File: src/rtl/core/bafa_pkg.sv
// ----------------------------------------------------------------------------
// bafa_pkg
// Shared constants, types and seed arithmetic for the banded affine aligner.
// ----------------------------------------------------------------------------
`default_nettype none

package bafa_pkg;

    localparam int BAND_WIDTH = 32;
    localparam int MAX_LEN    = 4096;
    localparam int HALF       = BAND_WIDTH / 2;
    localparam int LANE_W     = $clog2(BAND_WIDTH);
    localparam int LEN_W      = $clog2(MAX_LEN + 1);
    localparam int ADDR_W     = $clog2(MAX_LEN);
    localparam int STEP_W     = LEN_W + 1;
    localparam int CNT_W      = $clog2(HALF + 1);
    localparam int NGRP       = BAND_WIDTH / 4;
    localparam int SCORE_W    = 16;
    localparam int OFS        = 32768;
    localparam int BASE_W     = 3;
    localparam int PADDR_W    = 4;
    localparam int PDATA_W    = 32;

    localparam logic [BASE_W-1:0] BASE_N = 3'd4;

    // Register index (byte address bits 3:2)
    typedef enum logic [1:0] {
        REG_MATCH      = 2'd0,
        REG_MISMATCH   = 2'd1,
        REG_GAP_OPEN   = 2'd2,
        REG_GAP_EXTEND = 2'd3
    } t_reg_idx;

    typedef enum logic {
        OP_APPEND_A = 1'b0,
        OP_APPEND_B = 1'b1
    } t_op;

    // Scoring terms as the cells use them
    typedef struct packed {
        logic [3:0] ma;   // match score
        logic [4:0] mi;   // mismatch score, two's complement
        logic [5:0] gom;  // gap open cost, magnitude
        logic [5:0] gxm;  // gap extend cost, magnitude
    } t_score_cfg;

    typedef struct packed {
        logic clear;
        logic seed;
        logic shift_a;
        logic shift_b;
        logic compute;
    } t_cell_ctrl;

    typedef struct packed {
        logic [SCORE_W-1:0] prev;
        logic [SCORE_W-1:0] cur;
        logic [SCORE_W-1:0] gh;
        logic [SCORE_W-1:0] gv;
    } t_cell_seed;

    typedef struct packed {
        logic               valid;
        logic [SCORE_W-1:0] value;
        logic [LANE_W-1:0]  lane;
        logic [STEP_W-1:0]  step;
    } t_cand;

    typedef logic [BAND_WIDTH-1:0][SCORE_W-1:0] t_band_scores;

    // Starting band values of one lane; all results wrap to 16 bits
    function automatic t_cell_seed seed_lane(input int lane, input t_score_cfg cfg);
        int         ma;
        int         mi;
        int         mm;
        int         go;
        int         gx;
        int         i;
        int         prev;
        int         cur;
        t_cell_seed s;
        ma = int'(cfg.ma);
        mi = cfg.mi[4] ? int'(cfg.mi) - 32 : int'(cfg.mi);
        mm = (ma > mi) ? ma : mi;
        go = -int'(cfg.gom);
        gx = -int'(cfg.gxm);
        if (lane < HALF) begin
            i    = HALF - 1 - lane;
            prev = OFS - (i + 1) * mm + go + 2 * (i + 1) * gx;
            s.gh = (i == 0) ? SCORE_W'(OFS + go + gx) : '0;
            s.gv = '0;
        end else begin
            i    = lane - HALF;
            prev = OFS - i * mm + ((i > 0) ? go : 0) + 2 * i * gx;
            s.gh = '0;
            s.gv = (i == 0) ? SCORE_W'(OFS + go + gx) : '0;
        end
        cur    = OFS - i * mm + go + (2 * i + 1) * gx;
        s.prev = SCORE_W'(prev);
        s.cur  = SCORE_W'(cur);
        return s;
    endfunction

endpackage

`default_nettype wire

File: src/rtl/core/bafa_reduce.sv
// ----------------------------------------------------------------------------
// bafa_reduce
// Two-stage maximum over the band: groups of four lanes, then the groups.
// Ties go to the lowest lane.
// ----------------------------------------------------------------------------
`default_nettype none

module bafa_reduce
    import bafa_pkg::*;
(
    input  wire logic              i_clk,
    input  wire logic              i_rst_n,
    input  wire logic              i_take,
    input  wire logic [STEP_W-1:0] i_step,
    input  wire t_band_scores      i_vals,
    output t_cand                  o_cand
);

    logic [SCORE_W-1:0] grp_v [NGRP];
    logic [LANE_W-1:0]  grp_l [NGRP];
    logic [SCORE_W-1:0] r_grp_v [NGRP];
    logic [LANE_W-1:0]  r_grp_l [NGRP];
    logic               r_valid;
    logic [STEP_W-1:0]  r_step;
    logic [SCORE_W-1:0] fin_v;
    logic [LANE_W-1:0]  fin_l;

    // First maximum inside each group of four
    always_comb begin
        for (int g = 0; g < NGRP; g++) begin
            grp_v[g] = '0;
            grp_l[g] = '0;
            for (int k = 0; k < 4; k++) begin
                if (i_vals[4 * g + k] > grp_v[g]) begin
                    grp_v[g] = i_vals[4 * g + k];
                    grp_l[g] = LANE_W'(4 * g + k);
                end
            end
        end
    end

    // Hold group results and their step
    always_ff @(posedge i_clk) begin
        if (!i_rst_n) begin
            r_valid <= 1'b0;
        end else begin
            r_valid <= i_take;
        end
        if (i_take) begin
            r_grp_v <= grp_v;
            r_grp_l <= grp_l;
            r_step  <= i_step;
        end
    end

    // First maximum over the groups
    always_comb begin
        fin_v = '0;
        fin_l = '0;
        for (int g = 0; g < NGRP; g++) begin
            if (r_grp_v[g] > fin_v) begin
                fin_v = r_grp_v[g];
                fin_l = r_grp_l[g];
            end
        end
    end

    assign o_cand.valid = r_valid;
    assign o_cand.value = fin_v;
    assign o_cand.lane  = fin_l;
    assign o_cand.step  = r_step;

endmodule

`default_nettype wire

File: config.mk
export PLATFORM = sky130hd
export DESIGN_NAME = bafa_reduce
export DESIGN_NICKNAME = d
export VERILOG_FILES = /design/src/rtl/core/bafa_pkg.sv /design/src/rtl/core/bafa_reduce.sv
export SDC_FILE = /design/constraint.sdc
export NUM_CORES = 1
export LEC_CHECK = 0
export ABC_AREA = 1
export BUFFER_PORTS_ARGS = -buffer_cell sky130_fd_sc_hd__clkbuf_2
export CAP_MARGIN = 30
export CORE_AREA = 2 2 240 242
export DETAILED_ROUTE_END_ITERATION = 12
export DIE_AREA = 0 0 242 244
export SLEW_MARGIN = 5
export SYNTH_ARGS = -nofsm -noshare
export SYNTH_HDL_FRONTEND = slang
export SYNTH_SLANG_ARGS = --single-unit
File: constraint.sdc
create_clock -name i_clk -period 17.9 [get_ports i_clk]
set_clock_uncertainty 0.15 [all_clocks]
set_input_delay 0 -clock i_clk [delete_from_list [all_inputs] [get_ports i_clk]]
set_output_delay 0 -clock i_clk [all_outputs]
set_load 0.005 [all_outputs]
## Word-level counts from Yosys, hierarchy flattened

Cells that the tools add are included.

| operators by class | value |
|---|---|
| magnitude comparators | 40 |
| mux-type cells | 71 |
| reduce and logical (&&, ||, !) cells | 15 |

Operators with widths:

| cell | number |
|---|---|
| two-way mux 16 bit | 40 |
| > comparator 16 bit | 31 |
| > comparator 16 x 1 -> 1 bit, second input constant | 9 |
| two-way mux 5 bit | 12 |
| OR reduction 3 bit | 7 |
| OR reduction 2 bit | 8 |
| two-way mux 2 bit | 7 |
| two-way mux 1 bit | 9 |
| two-way mux 4 bit | 2 |
| two-way mux 3 bit | 1 |

| word-level totals | value |
|---|---|
| bits in registers | 179 |
| output and inout bits | 36 |
| word-level logic and storage cells | 159 |

## Depth between registers and ports, before layout

| depth | value |
|---|---|
| word-level depth | 16 |
| depth in mapped cells | 95 |

## Worst setup path before layout

Ideal clock, no wire load.

| path | value |
|---|---|
| kind | flip-flop to output port |
| start point | register r_grp_v[114] in the netlist's numbering |
| end point | output o_cand[17] in the netlist's numbering |
| arrival time | 10433 ps |
| required time | 17750 ps |
| slack | 7317 ps |
| stages on the path, launching flop included | 83 |
| buffers on the path | 7 |
| path through | edfxtp_1 inv_1 ha_1 nand2_1 inv_1 nand2_1 nand2_1 nand2_1 nand2_1 nand2_1 nand2_2 nand2_4 clkbuf_1 nand2_1 o21ai_0 ha_1 a21oi_1 nor2_1 [47 not listed] nand2_1 clkbuf_1 or2_2 nand2_1 ha_1 inv_1 nor2_1 nor2_1 o21a_1 o221ai_1 nand2_1 o211ai_1 nand2_1 clkinv_1 nand2_1 inv_1 a31oi_1 o21ai_1 |

RTL lines:

| element | line | RTL |
|---|---|---|
| start: declaration | bafa_reduce.sv:21 | `logic [SCORE_W-1:0] r_grp_v [NGRP];` |
| start signal: assignment | bafa_reduce.sv:50 | `r_grp_v <= grp_v;` |
| end: declaration | bafa_reduce.sv:16 | `output t_cand o_cand` |

==> run metrics <==
# H-tree levels 4; relative slew slack a little over a third; CP delay by family, top simple AND/OR/NAND/NOR gates; final setup vio count 0; die height around 240 um; Placed Area between 20000 and 30000 um^2; startpoint types flip-flop; Fill cells between 5k and 6k; remaining antenna violation count 0; total core area around 56000 um^2; Initial DRC Count ~1.2k; hold_ws -24.4 ps; Total GRT Usage between 20% and 30%; maximum clock rate roughly 70 MHz; ANT cells 0; IO Port Bufs about 560; Fin. Hold Viols 7; # Post-CTS Setup Buffers 0; CTS tree built; Buf/Inv on CP 7; routed wire length a little over 70 mm; drt first pass iters 8; maxcap violations 0; Post-Syn Area per Cell a little over 7 um^2; Post-synth ARST share 0%; Hold Path Class in -> reg; # IOs 565; die width 242 um; DRC 0; Final #Nets about 4.8k; #FFs+latches synth roughly 170; CP max FO 39; Detailed Place HPWL slightly above 60 mm; CTS Buffer Depth 2; first-pass GRT wire length about 110 mm; most used cell along the critical path nand2_1; die area roughly 59000 um^2; largest net degree at the start of global routing between 90 and 100; WP data required ~18000 ps; Tmin final 14390 ps; Worst Path Arrival ~14000 ps; Worst path max stage delay 610 ps; Crit. End Element output pin; setup TNS 0 ps; Syn Inst Count 3066; Setup WS pre-CTS approximately 4200 ps; outcome finished with violations; Final WS setup between 3000 and 4000 ps; Tcrit/Tclk final between 80 and 90%; initial antenna violation count 2; routed via count about 23k; count of pins over their slew limit 0; sequential fraction of the synthesis area about 22%; routability cong. 0.939; Synth Flop Type edfxtp_1; register clock-pin slew on the reported worst setup and hold paths roughly 60 ps; Post-Syn Nets 4087; Crit Path Class reg -> out; layout cells sized above 1 ~17%; design area approximately 29000 um^2; synthesized area approximately 22000 um^2; EDFF count, synth around 170; Synth top area share 27.6%; Worst path slowest cell o21ai_0; violated checks negative hold slack; clk sinks approximately 170; unrepaired setup endpoints after global routing no; routed len/inst approximately 16 um; total grt overflow 0; final core utilization about 50%; vias per inst ~5; synth warn 0; area grow syn2layout 28.7%; Initial Util 39.7%; Worst-Margin Slew approximately 960 ps; FP Rows 87; dominant cells by area after synthesis ha_1 28%, edfxtp_1 22%, nand2_1 14%; area leader, netlist ha_1; vias in the first global route approximately 23k; number of buffers created by CTS 17; post-synth cell types 50; root buffer cell clkbuf_16
==> synthesized netlist by cell type (22+ instances only) <==
cell type and count:
nand2_1 814, nand3_1 99, clkbuf_1 96, edfxtp_1 165, nand4_1 86, o21ai_0 483
nand2_2 22, nor3_1 36, ha_1 492, inv_1 277, a21oi_1 166, a211oi_1 35
nor2_1 110
==> timing repair <==
action,CTS,global route
hold buffers,236,0
resized for setup,0,0
hold endpoints to repair,173,0
==> routing by layer <==
| layer | vias to the layer above | part of all wire, % | wire, um | GRT usage (%) |
|---|---|---|---|---|
| li1 | 12300 | - | - | - |
| met1 | 10200 | 44 | 31100 | 29.1 |
| met2 | 478 | 51 | 36100 | 44.0 |
| met3 | 72 | 3.9 | 2800 | 2.90 |
| met4 | 4 | 1.4 | 981 | 3.89 |
| met5 | - | 0.042 | 30 | 0 |
==> registers in the layout (all words and copies together) (netlist names) <==
| name | cells |
|---|---|
| r_step | 14 |
| r_grp_v | 128 |
| r_valid | 1 |
| r_grp_l | 23 |
==> layout make-up <==
| cell class | count | area [um^2] | share of cell area, % |
|---|---|---|---|
| Clock inverter | 13 | 148 | 0.515 |
| Sequential cell | 166 | 4970 | 17.3 |
| Tap cell | 756 | 946 | 3.30 |
| Clock buffer | 19 | 443 | 1.54 |
| Inverter | 281 | 1050 | 3.68 |
| Timing Repair Buffer | 807 | 5290 | 18.4 |
| Multi-Input combinational cell | 2514 | 15800 | 55.2 |
==> per-stage QoR <==
stage / instances / hold WS (ps)
final: 4556 / -24.4
after global routing: 4556 / 18.6
after CTS: 4552 / 0.500
after detailed placement: 4284 / 29.1
after global placement: 4284 / 27.1
after floorplan: 3066 / -56.5
==> cells in the final DEF, fill, tap and decap left out, types with 99 or more instances in the layout <==
master         count
nor2_1           110
nand3_1           99
clkbuf_2         563
inv_1            277
o21ai_0          483
edfxtp_1         165
ha_1             492
nand2_1          814
a21oi_1          166
dlygate4sd3_1    236
==> worst paths after layout <==
kind | startpoint | end | slack (ps) | cells past startpoint
worst min-delay path | i_vals[426] | r_grp_v[26]$_DFFE_PP_ | -20 | 3
worst max-delay path | r_grp_v[107]$_DFFE_PP_ | o_cand[17] | 3510 | 63
==> kinds of logic (layout without fill, tap and decap cells) <==
group,after synthesis,after routing,synth area share [%]
AO/OA/AOI/OAI,780,780,19.3
AND/OR/NAND/NOR,1242,1242,24.1
adder cells (fa/ha/maj),492,492,27.6
buffers and inverters,386,1120,6.64
flip-flops,166,166,22.3
Power is not shown: default switching activity piles up to over one toggle a cycle in this logic, so the estimate is an artifact.
