--- src/rtl/core/bafa_pkg.sv ---
// ----------------------------------------------------------------------------
// bafa_pkg
// Shared constants, types and seed arithmetic for the banded affine aligner.
// ----------------------------------------------------------------------------
`default_nettype none

package bafa_pkg;

    localparam int BAND_WIDTH = 32;
    localparam int MAX_LEN    = 4096;
    localparam int HALF       = BAND_WIDTH / 2;
    localparam int LANE_W     = $clog2(BAND_WIDTH);
    localparam int LEN_W      = $clog2(MAX_LEN + 1);
    localparam int ADDR_W     = $clog2(MAX_LEN);
    localparam int STEP_W     = LEN_W + 1;
    localparam int CNT_W      = $clog2(HALF + 1);
    localparam int NGRP       = BAND_WIDTH / 4;
    localparam int SCORE_W    = 16;
    localparam int OFS        = 32768;
    localparam int BASE_W     = 3;
    localparam int PADDR_W    = 4;
    localparam int PDATA_W    = 32;

    localparam logic [BASE_W-1:0] BASE_N = 3'd4;

    // Register index (byte address bits 3:2)
    typedef enum logic [1:0] {
        REG_MATCH      = 2'd0,
        REG_MISMATCH   = 2'd1,
        REG_GAP_OPEN   = 2'd2,
        REG_GAP_EXTEND = 2'd3
    } t_reg_idx;

    typedef enum logic {
        OP_APPEND_A = 1'b0,
        OP_APPEND_B = 1'b1
    } t_op;

    // Scoring terms as the cells use them
    typedef struct packed {
        logic [3:0] ma;   // match score
        logic [4:0] mi;   // mismatch score, two's complement
        logic [5:0] gom;  // gap open cost, magnitude
        logic [5:0] gxm;  // gap extend cost, magnitude
    } t_score_cfg;

    typedef struct packed {
        logic clear;
        logic seed;
        logic shift_a;
        logic shift_b;
        logic compute;
    } t_cell_ctrl;

    typedef struct packed {
        logic [SCORE_W-1:0] prev;
        logic [SCORE_W-1:0] cur;
        logic [SCORE_W-1:0] gh;
        logic [SCORE_W-1:0] gv;
    } t_cell_seed;

    typedef struct packed {
        logic               valid;
        logic [SCORE_W-1:0] value;
        logic [LANE_W-1:0]  lane;
        logic [STEP_W-1:0]  step;
    } t_cand;

    typedef logic [BAND_WIDTH-1:0][SCORE_W-1:0] t_band_scores;

    // Starting band values of one lane; all results wrap to 16 bits
    function automatic t_cell_seed seed_lane(input int lane, input t_score_cfg cfg);
        int         ma;
        int         mi;
        int         mm;
        int         go;
        int         gx;
        int         i;
        int         prev;
        int         cur;
        t_cell_seed s;
        ma = int'(cfg.ma);
        mi = cfg.mi[4] ? int'(cfg.mi) - 32 : int'(cfg.mi);
        mm = (ma > mi) ? ma : mi;
        go = -int'(cfg.gom);
        gx = -int'(cfg.gxm);
        if (lane < HALF) begin
            i    = HALF - 1 - lane;
            prev = OFS - (i + 1) * mm + go + 2 * (i + 1) * gx;
            s.gh = (i == 0) ? SCORE_W'(OFS + go + gx) : '0;
            s.gv = '0;
        end else begin
            i    = lane - HALF;
            prev = OFS - i * mm + ((i > 0) ? go : 0) + 2 * i * gx;
            s.gh = '0;
            s.gv = (i == 0) ? SCORE_W'(OFS + go + gx) : '0;
        end
        cur    = OFS - i * mm + go + (2 * i + 1) * gx;
        s.prev = SCORE_W'(prev);
        s.cur  = SCORE_W'(cur);
        return s;
    endfunction

endpackage

`default_nettype wire

--- src/rtl/core/bafa_cell.sv ---
// ----------------------------------------------------------------------------
// bafa_cell
// One band lane: holds the lane's bases, scores and gap scores and computes
// one affine-gap cell per anti-diagonal step.
// ----------------------------------------------------------------------------
`default_nettype none

module bafa_cell
    import bafa_pkg::*;
(
    input  wire logic               i_clk,
    input  wire t_cell_ctrl         i_ctrl,
    input  wire t_score_cfg         i_cfg,
    input  wire logic [LANE_W-1:0]  i_lane,
    input  wire logic [BASE_W-1:0]  i_ca_dn,   // a base from the lane below
    input  wire logic [SCORE_W-1:0] i_gv_dn,   // vertical gap from the lane below
    input  wire logic [BASE_W-1:0]  i_cb_up,   // b base from the lane above
    input  wire logic [SCORE_W-1:0] i_gh_up,   // horizontal gap from the lane above
    output logic      [BASE_W-1:0]  o_ca,
    output logic      [BASE_W-1:0]  o_cb,
    output logic      [SCORE_W-1:0] o_gh,
    output logic      [SCORE_W-1:0] o_gv,
    output logic      [SCORE_W-1:0] o_cur,
    output logic                    o_prev_ofs
);

    logic [BASE_W-1:0]  r_ca;
    logic [BASE_W-1:0]  r_cb;
    logic [SCORE_W-1:0] r_prev;
    logic [SCORE_W-1:0] r_cur;
    logic [SCORE_W-1:0] r_gh;
    logic [SCORE_W-1:0] r_gv;

    logic [BASE_W-1:0]  ca_n;
    logic [BASE_W-1:0]  cb_n;
    logic [SCORE_W-1:0] pe;
    logic [SCORE_W-1:0] pf;
    logic               is_match;
    logic signed [5:0]  sc;
    logic signed [17:0] sum;
    logic [SCORE_W-1:0] v0;
    logic [SCORE_W-1:0] e0;
    logic [SCORE_W-1:0] f0;
    logic [SCORE_W-1:0] vm;
    logic [SCORE_W-1:0] v;
    logic [SCORE_W-1:0] vo;
    logic [SCORE_W-1:0] e;
    logic [SCORE_W-1:0] f;
    logic [SCORE_W-1:0] gxm;
    logic [SCORE_W-1:0] gom;
    t_cell_seed         seed;

    assign seed = seed_lane(int'(i_lane), i_cfg);
    assign gxm  = SCORE_W'(i_cfg.gxm);
    assign gom  = SCORE_W'(i_cfg.gom);

    // Bases after this step's band move; an odd step moves down
    assign ca_n = i_ctrl.shift_a ? i_ca_dn : r_ca;
    assign cb_n = i_ctrl.shift_b ? i_cb_up : r_cb;
    assign pe   = i_ctrl.shift_b ? i_gh_up : r_gh;
    assign pf   = i_ctrl.shift_b ? r_gv : i_gv_dn;

    // Substitution with saturation to the score range
    assign is_match = (ca_n < BASE_N) && (cb_n < BASE_N) && (ca_n == cb_n);
    assign sc  = is_match ? $signed({2'b00, i_cfg.ma}) : $signed({i_cfg.mi[4], i_cfg.mi});
    assign sum = $signed({2'b00, r_prev}) + 18'(sc);
    assign v0  = sum[17] ? '0 : (sum[16] ? '1 : sum[15:0]);

    // Gap extension and opening, saturating at zero
    assign e0 = (pe > gxm) ? pe - gxm : '0;
    assign f0 = (pf > gxm) ? pf - gxm : '0;
    assign vm = (e0 > f0) ? e0 : f0;
    assign v  = (v0 > vm) ? v0 : vm;
    assign vo = (v > gom) ? v - gom : '0;
    assign e  = (e0 > vo) ? e0 : vo;
    assign f  = (f0 > vo) ? f0 : vo;

    // Clear, hold, seed, shift or advance the lane
    always_ff @(posedge i_clk) begin
        if (i_ctrl.clear) begin
            r_ca <= '0;
            r_cb <= '0;
        end else begin
            if (i_ctrl.shift_a) begin
                r_ca <= ca_n;
            end
            if (i_ctrl.shift_b) begin
                r_cb <= cb_n;
            end
        end
        if (i_ctrl.seed) begin
            r_prev <= seed.prev;
            r_cur  <= seed.cur;
            r_gh   <= seed.gh;
            r_gv   <= seed.gv;
        end else if (i_ctrl.compute) begin
            r_prev <= r_cur;
            r_cur  <= v;
            r_gh   <= e;
            r_gv   <= f;
        end
    end

    assign o_ca       = r_ca;
    assign o_cb       = r_cb;
    assign o_gh       = r_gh;
    assign o_gv       = r_gv;
    assign o_cur      = r_cur;
    assign o_prev_ofs = (r_prev == SCORE_W'(OFS));

endmodule

`default_nettype wire

--- config.mk ---
export PLATFORM = sky130hd
export DESIGN_NAME = bafa_cell
export DESIGN_NICKNAME = d
export VERILOG_FILES = /design/src/rtl/core/bafa_pkg.sv /design/src/rtl/core/bafa_cell.sv
export SDC_FILE = /design/constraint.sdc
export NUM_CORES = 1
export LEC_CHECK = 0
export BUFFER_PORTS_ARGS = -buffer_cell sky130_fd_sc_hd__buf_4
export CAP_MARGIN = 30
export CORE_AREA = 2 2 195 197
export CTS_CLUSTER_DIAMETER = 80
export CTS_CLUSTER_SIZE = 24
export DETAILED_ROUTE_END_ITERATION = 16
export DIE_AREA = 0 0 197 199
export GPL_TIMING_DRIVEN = 0
export PLACE_DENSITY = 0.81
export RECOVER_POWER = 100
export SLEW_MARGIN = 20
export SYNTH_ARGS = -nofsm -noshare
export SYNTH_HDL_FRONTEND = slang
export SYNTH_SLANG_ARGS = --single-unit
export TNS_END_PERCENT = 1
--- constraint.sdc ---
create_clock -name i_clk -period 24.6 [get_ports i_clk]
set_clock_uncertainty 0.05 [all_clocks]
set_input_delay 1.23 -clock i_clk [delete_from_list [all_inputs] [get_ports i_clk]]
set_output_delay 1.23 -clock i_clk [all_outputs]
set_load 0.1 [all_outputs]
# After elaboration in Yosys (flattened, before gate mapping)
# Index checks and enable logic that the tools add are counted.
# classes
addsub,22
multipliers,6
div_mod_pow,0
n_lt_le_gt_ge,12
eq_ne,2
n_shift,0
muxes,30
n_bitwise,0
reduce_logical,5
# ops
cell,n
two-way mux 16 bit,23
two-way mux 32 bit,4
adder 16 bit,7
> comparator 16 bit,4
zero test 32 bit,2
multiplier 32 x 32 -> 16 bit,2
> comparator 16 x 6 -> 1 bit,3
subtractor 16 bit (first input constant),3
subtractor 16 x 6 -> 16 bit,3
adder 32 x 2 -> 32 bit (second input constant),1
> comparator 5 x 32 -> 1 bit,1
multiplier 6 x 32 -> 15 bit,1
multiplier 6 x 32 -> 16 bit,1
multiplier 7 x 32 -> 15 bit,1
multiplier 7 x 32 -> 16 bit,1
negator 6 -> 32 bit,1
adder 17 x 6 -> 18 bit,1
adder 16 bit (first input constant),1
equality test 16 bit (second input constant),1
negator 6 -> 16 bit,1
adder 6 x 2 -> 7 bit (second input constant),1
subtractor 5 x 6 -> 7 bit (second input constant),1
> comparator 6 x 1 -> 1 bit (second input constant),1
< comparator 3 bit (second input constant),2
8 further kinds,10
# word_totals
ff_bits,70
latch_bits,0
ramBits,0
rom_bits,0
inputBits,70
output_inout_bits,55
elab_cells,83
memories,0

# Longest topological paths before layout
# Gate-level depths: netlist (run 1).
# logic_depth
word_depth,16
depth_mapped,60
mapped_depth_nobuf,49

# Worst setup path after synthesis (run 1)
# OpenSTA, ideal clock, no wires.
# synth_path
kind,input-to-reg
from,input i_ctrl[1] (netlist bit)
to,"register r_gh[11] (netlist: o_gh[11]), data pin"
setup_ns,0.261
arrival_ns,12.124
required_time_ns,24.289
slack_ns,12.165
cell_stages,53
n_path_buf,12
cell_sequence,buf_4 > buf_6 > buf_6 > clkbuf_1 > buf_1 > mux2_2 > ha_1 > nand3_1 > a31oi_1 > o22ai_1 > and2_1 > buf_2 > or3b_2 > inv_1 > ha_1 > nand4_1 > a31oi_1 > a211oi_1 > (+17 left out) > a21oi_1 > o21bai_1 > a21o_1 > a21o_1 > nor3_1 > and4_1 > nor2b_1 > xnor2_1 > or2_2 > ha_1 > nand4_1 > nor3_1 > a2111oi_0 > o21ai_0 > o21ai_0 > nor2_1 > clkbuf_1 > a221o_1
# synth_between
elab_chain_cells,16
word_cells_on_any_way,28
cone_classes,add/sub (4); order compare (7); eq/ne (1); mux (14); reduce/logical (2)
# synth_lines
element,line,rtl
from (decl),bafa_cell.sv:12,"input wire t_cell_ctrl i_ctrl,"
"parallel branches: the longest is 13 deep, another holds subtractor 16 x 6 -> 16 bit",n/a,
two-way mux 16 bit *,bafa_cell.sv:75,assign e = (e0 > vo) ? e0 : vo;
two-way mux 16 bit *,bafa_cell.sv:96,end else if (i_ctrl.compute) begin
two-way mux 16 bit *,bafa_cell.sv:91,if (i_ctrl.seed) begin
to (signal assigned),bafa_cell.sv:94,r_gh <= seed.gh;
to (decl),bafa_cell.sv:31,logic [SCORE_W-1:0] r_gh;
# Every way passes the cells marked *. The select of a mux whose other input is x is not followed.
# A chain may end at the register's enable or synchronous reset.

# Final worst setup path (run 1)
# Ends and elaborated chain as after synthesis.

==> results of run 1 <==
layout make-up:
type                            instances  area [sq um]  share of cell area (%)
Tap cell                              474           593                    2.30
Inverter                              507          1900                    7.39
Clock buffer                           10           229                   0.889
Timing Repair Buffer                  132           767                    2.98
Sequential cell                        70          2040                    7.93
Buffer                                 67           260                    1.01
Clock inverter                          6          62.6                   0.243
Multi-Input combinational cell       2127         19900                    77.3
worst max-delay path: cells and delay by family:
| family | cells | cell delay, ns |
|---|---|---|
| adders and majority gates | 5 | 1.81 |
| buffers and inverters | 17 | 6.70 |
| AOI/OAI and AO/OA | 21 | 5.80 |
| muxes | 2 | 0.87 |
| and+or+nand+nor | 9 | 1.09 |
metal layers:
layer,routed length (microns),vias to the layer above,global-route usage (%)
met5,0,-,0
met4,5160,0,24.1
met3,5250,229,5.48
met2,34800,897,64.9
met1,27500,9824,44.2
li1,-,9291,-
flip-flops by register name (all words and copies together) (netlist names):
| name | cells |
|---|---|
| o_gh | 16 |
| r_prev | 16 |
| o_gv | 16 |
| o_cur | 16 |
| o_ca | 3 |
| o_cb | 3 |
synth_stat cells (10+ instances only):
master      n  share of area [%]
xor2_1     41                1.5
o221ai_1   14               0.51
nor2_1    197                3.1
clkbuf_1   50               0.79
nand2b_1   45                1.2
nor4_1     13               0.34
a211oi_1   14               0.44
mux2_2     29                1.4
or2_2      23               0.60
nand3_1    40               0.84
a31oi_1    12               0.31
ha_1      404                 21
nand2_1   169                2.7
mux2i_1    35                1.5
a21oi_1   127                2.7
nor2b_1    30               0.79
fa_1      317                 27
and2_1     53                1.4
o21ai_0    88                1.8
edfxtp_1   64                8.1
xnor2_1   130                4.8
inv_1     499                7.8
nor3_1     52                1.1
o21bai_1   13               0.41
nand4_1    20               0.52
a21o_1     30               0.94
o21a_1     26               0.82
a22oi_1    10               0.31
path summary, 6_finish.rpt:
kind / start / to / cells after the start
worst max register to register: o_gh[2]$_DFFE_PP_ / o_gh[11]$_DFFE_PP_ / 48
worst max-delay path: i_ctrl[1] / o_gh[11]$_DFFE_PP_ / 54
worst min register to register: o_ca[2]$_SDFFE_PP0P_ / o_ca[2]$_SDFFE_PP0P_ / 2
worst min-delay path: o_ca[2]$_SDFFE_PP0P_ / o_ca[2]$_SDFFE_PP0P_ / 2
kinds of logic after synthesis:
group,Yosys count
multiplexers,66
AND/OR/NAND/NOR,691
adder cells (fa/ha/maj),721
other,2
XOR/XNOR,171
AO/OA/AOI/OAI,412
flip-flops,70
buffers and inverters,574
per-stage QoR:
step,instances,hold WS [ns],utilization [%]
final,3393,0.481,69.3
after detailed placement,3373,0.475,69.2
after global placement,3368,0.466,69.0
after floorplan,2771,0.886,-
after global routing,3393,0.543,69.3
after CTS,3389,0.487,70.0
==> out/qor.yml, run 1 <==
floorplan:
  die_area_sq_um: 39200
  start_util_pct: 64.3
  rows: 71
  core_region_area_sq_um: 37100
  die_h_microns: 199
  fp.dieW_microns: 197
  num_io_pins: 125
sta:
  grt_setup_unrepaired: "false"
  final_hold_viol_count: 0
  min_period_ns: 17.48
  fmax_ghz: 0.0572
  final-setup-viol-count: 0
  fin_tns_setup_ns: 0
  fin_crit_sh_pct: 71.0
  tightest_slew_ns: 2.31
  slew_violations: 67
  worst_slew_margin_rel_pct: -53.7
  fin_ws_ns: 7.12
worst_setup_path:
  cp_max_fo: 10
  crit_top_cell: "clkbuf_1"
  required_ns: 24.64
  cp-end-kind: "flip-flop"
  worstPathArrival_ns: 17.52
  crit_type: "in -> reg"
  cpMaxStageDelayCell: "a211oi_1"
  rrSetupSlack_ns: 10.81
  cpPeakStageDelay_ns: 0.79
  worst_setup_path_start_kind: "input pin"
placement:
  gp_congestion: 1.02
  dp_slack_ns: 8.71
  place.detailed.hpwl_microns: 62700
  portBuffers: 123
  placed_area_sq_um: 25700
yosys:
  synth_area_sq_um: 23900
  synth-simple-area-share_pct: 14.2
  synth_top_family_by_area: "adder cells"
  post_synth.cell_area_avg_sq_um: 8.82
  synth.area.mux_share_pct: 2.96
  synth-xor-area-share_pct: 6.28
  synth_fa_ha_area_share_pct: 47.8
  synth_cells: 2707
  yosysUniqueCellTypes: 80
  synth_compound_area_share_pct: 11.1
  synth_edf_count: 64
  synth_flop_cell: "edfxtp_1"
  yosysSeqAreaShare_pct: 8.56
  yosysWarnings: 0
  synthArstFlopShare_pct: 0
  synth-seq-cells: 70
route:
  drc_errors: 0
  dr.pass1.iters: 6
  vias: 20200
  viasPerCell: 5.97
  wl_per_cell_microns: 21.4
  drt_wl_total_microns: 72700
  drtIter0Drc: 1513
  final_antenna_net_count: 0
job:
  maxCapViolCount: 2
clock_tree:
  cts_root_buffer: "clkbuf_16"
  htreeDepth: 3
  cts_max_path_buffers: 2
  cts_tree: "built"
  clk_latency_ns: 0.36
  cts.reportedPaths.clkPinSlew_ns: 0.06
  post-cts-setup-buffers: 0
  cts-resized-gates: 0
  cts-hold-fix-buffers: 0
  cts-buffers-inserted: 9
  clock_sinks: 70
grt:
  antenna_found_initial: 0
  overflow: 0
  grt_max_degree: 34
  groute.usage.overall_pct: 37.7
  grt_pass1_wl_microns: 112000
  grt_pass1_vias: 20800
run_status:
  status: "finished, violations left"
  violations: "max-capacitance violations, max-slew violations"
layout:
  area_delta_synth_final_pct: 7.87
  fin_area_sq_um: 25700
  drive_above_1_share_pct: 5.58
  nNetsFinal: 3705
  layout_common_cells: "inv_1, ha_1, fa_1"
  n_fill_cell: 3025
  diodes: 0
  layout_commonest_cell: "inv_1"
worst_hold_path:
  hp-class: "reg -> reg"
Power of run 1 is not shown: default switching activity piles up to over one toggle a cycle in this logic, so the estimate is an artifact.
==> run 2: changes to the inputs <==
clock period = 16.9 ns   (was 24.6 ns; I/O delays follow)
==> out/qor.yml, run 2 (synthesis results as in run 1) <==
run_status:
  status: "finished, violations left"
  violations: "max-capacitance violations, max-slew violations"
sta:
  slew_violations: 67
  grt_setup_unrepaired: "false"
  worst_slew_margin_rel_pct: -54.3
  fmax_ghz: 0.0636
  tightest_slew_ns: 2.31
  min_period_ns: 15.72
  final-setup-viol-count: 0
  final_hold_viol_count: 0
  fin_crit_sh_pct: 93.0
  fin_tns_setup_ns: 0
grt:
  groute.usage.overall_pct: 37.7
  antenna_found_initial: 0
  grt_pass1_wl_microns: 112000
  grt_pass1_vias: 20800
  overflow: 0
  grt_max_degree: 34
clock_tree:
  htreeDepth: 3
  cts-hold-fix-buffers: 0
  cts-buffers-inserted: 9
  cts_root_buffer: "clkbuf_16"
  cts_max_path_buffers: 2
  cts_tree: "built"
  cts.reportedPaths.clkPinSlew_ns: 0.06
  post-cts-setup-buffers: 0
  clk_latency_ns: 0.36
  cts-resized-gates: 0
  clock_sinks: 70
route:
  wl_per_cell_microns: 21.4
  drtIter0Drc: 1384
  drc_errors: 0
  dr.pass1.iters: 6
  final_antenna_net_count: 0
  drt_wl_total_microns: 72700
  vias: 20300
  viasPerCell: 5.99
worst_setup_path:
  r2r_cells: 48
  crit_top_cell: "clkbuf_1"
  r2r-start: "o_gh[2]$_DFFE_PP_"
  required_ns: 16.94
  worstPathArrival_ns: 15.76
  rrSetupSlack_ns: 3.45
  cpPeakStageDelay_ns: 0.74
  cp-end-kind: "flip-flop"
  critPathLaunch: "i_ctrl[1]"
  cpMaxStageDelayCell: "clkbuf_1"
  crit_type: "in -> reg"
  worst_setup_path_start_kind: "input pin"
  cp_max_fo: 10
  r2r-end: "o_gh[11]$_DFFE_PP_"
layout:
  area_delta_synth_final_pct: 7.96
  diodes: 0
  nNetsFinal: 3705
  layout_commonest_cell: "inv_1"
  layout_common_cells: "inv_1, ha_1, fa_1"
  n_fill_cell: 3020
  drive_above_1_share_pct: 5.76
floorplan:
  core_region_area_sq_um: 37100
  start_util_pct: 64.3
  fp.dieW_microns: 197
  die_area_sq_um: 39200
  rows: 71
  num_io_pins: 125
  die_h_microns: 199
worst_hold_path:
  hold_depth: 2
  hp-class: "reg -> reg"
  hold_end: "o_ca[2]$_SDFFE_PP0P_"
  min_from: "o_ca[2]$_SDFFE_PP0P_"
job:
  maxCapViolCount: 2
placement:
  portBuffers: 123
  place.detailed.hpwl_microns: 62700
  gp_congestion: 1.02
[run 2: cell types whose count changed in the layout (fill, tap and decap cells not counted)]
cell	delta
and2_0	-1
and2_1	+1
buf_2	+2
buf_4	+1
buf_6	+2
clkbuf_1	-5
[run 2: critical path, delay by kind of cell]
family,cells,cell delay [ns]
adder cells (fa/ha/maj),5,1.82
buffers and inverters,17,5.41
multiplexers,2,0.87
AND/OR/NAND/NOR,9,1.07
AO/OA/AOI/OAI,21,5.72
[run 2: per-stage QoR]
step	setup slack, ns	util, %	hold slack (ns)	cells	instance area [sq um]
after global placement	1.47	69.0	0.466	3368	25600
after global routing	0.204	69.4	0.543	3393	25800
after detailed placement	1.39	69.2	0.475	3373	25700
after floorplan	4.85	-	0.867	2771	24100
after CTS	1.70	70.0	0.487	3389	26000
final	1.18	69.4	0.480	3393	25800
[run 2: worst max path at each step]
stage	cells after the start	endpoint
2_1_floorplan	53	o_gh[11]$_DFFE_PP_
3_3_place_gp	54	o_gh[11]$_DFFE_PP_
3_5_place_dp	54	o_gh[11]$_DFFE_PP_
4_1_cts	54	o_gh[11]$_DFFE_PP_
5_1_grt	55	o_gh[5]$_DFFE_PP_
6_report	54	o_gh[11]$_DFFE_PP_
[run 2: routing by layer]
metal  GRT usage [%]  share of wire (%)  up-vias
li1                -                  -     9298
met1            44.2                 38     9847
met2            64.9                 48      925
met3            5.48                7.3      239
met4            24.1                7.0        0
met5               0                  0        -
[run 2: area by class of cell]
type,instances,area [sq um],share of cell area (%)
multi-input cells,2127,19900,77.2
flip-flops and latches,70,2040,7.93
inverters,507,1900,7.39
repair buffers,132,767,2.98
well taps,474,593,2.30
plain buffers,67,282,1.09
clock buffers,10,229,0.889
clock inverters,6,62.6,0.243
Power of run 2 is left out for the same reason.
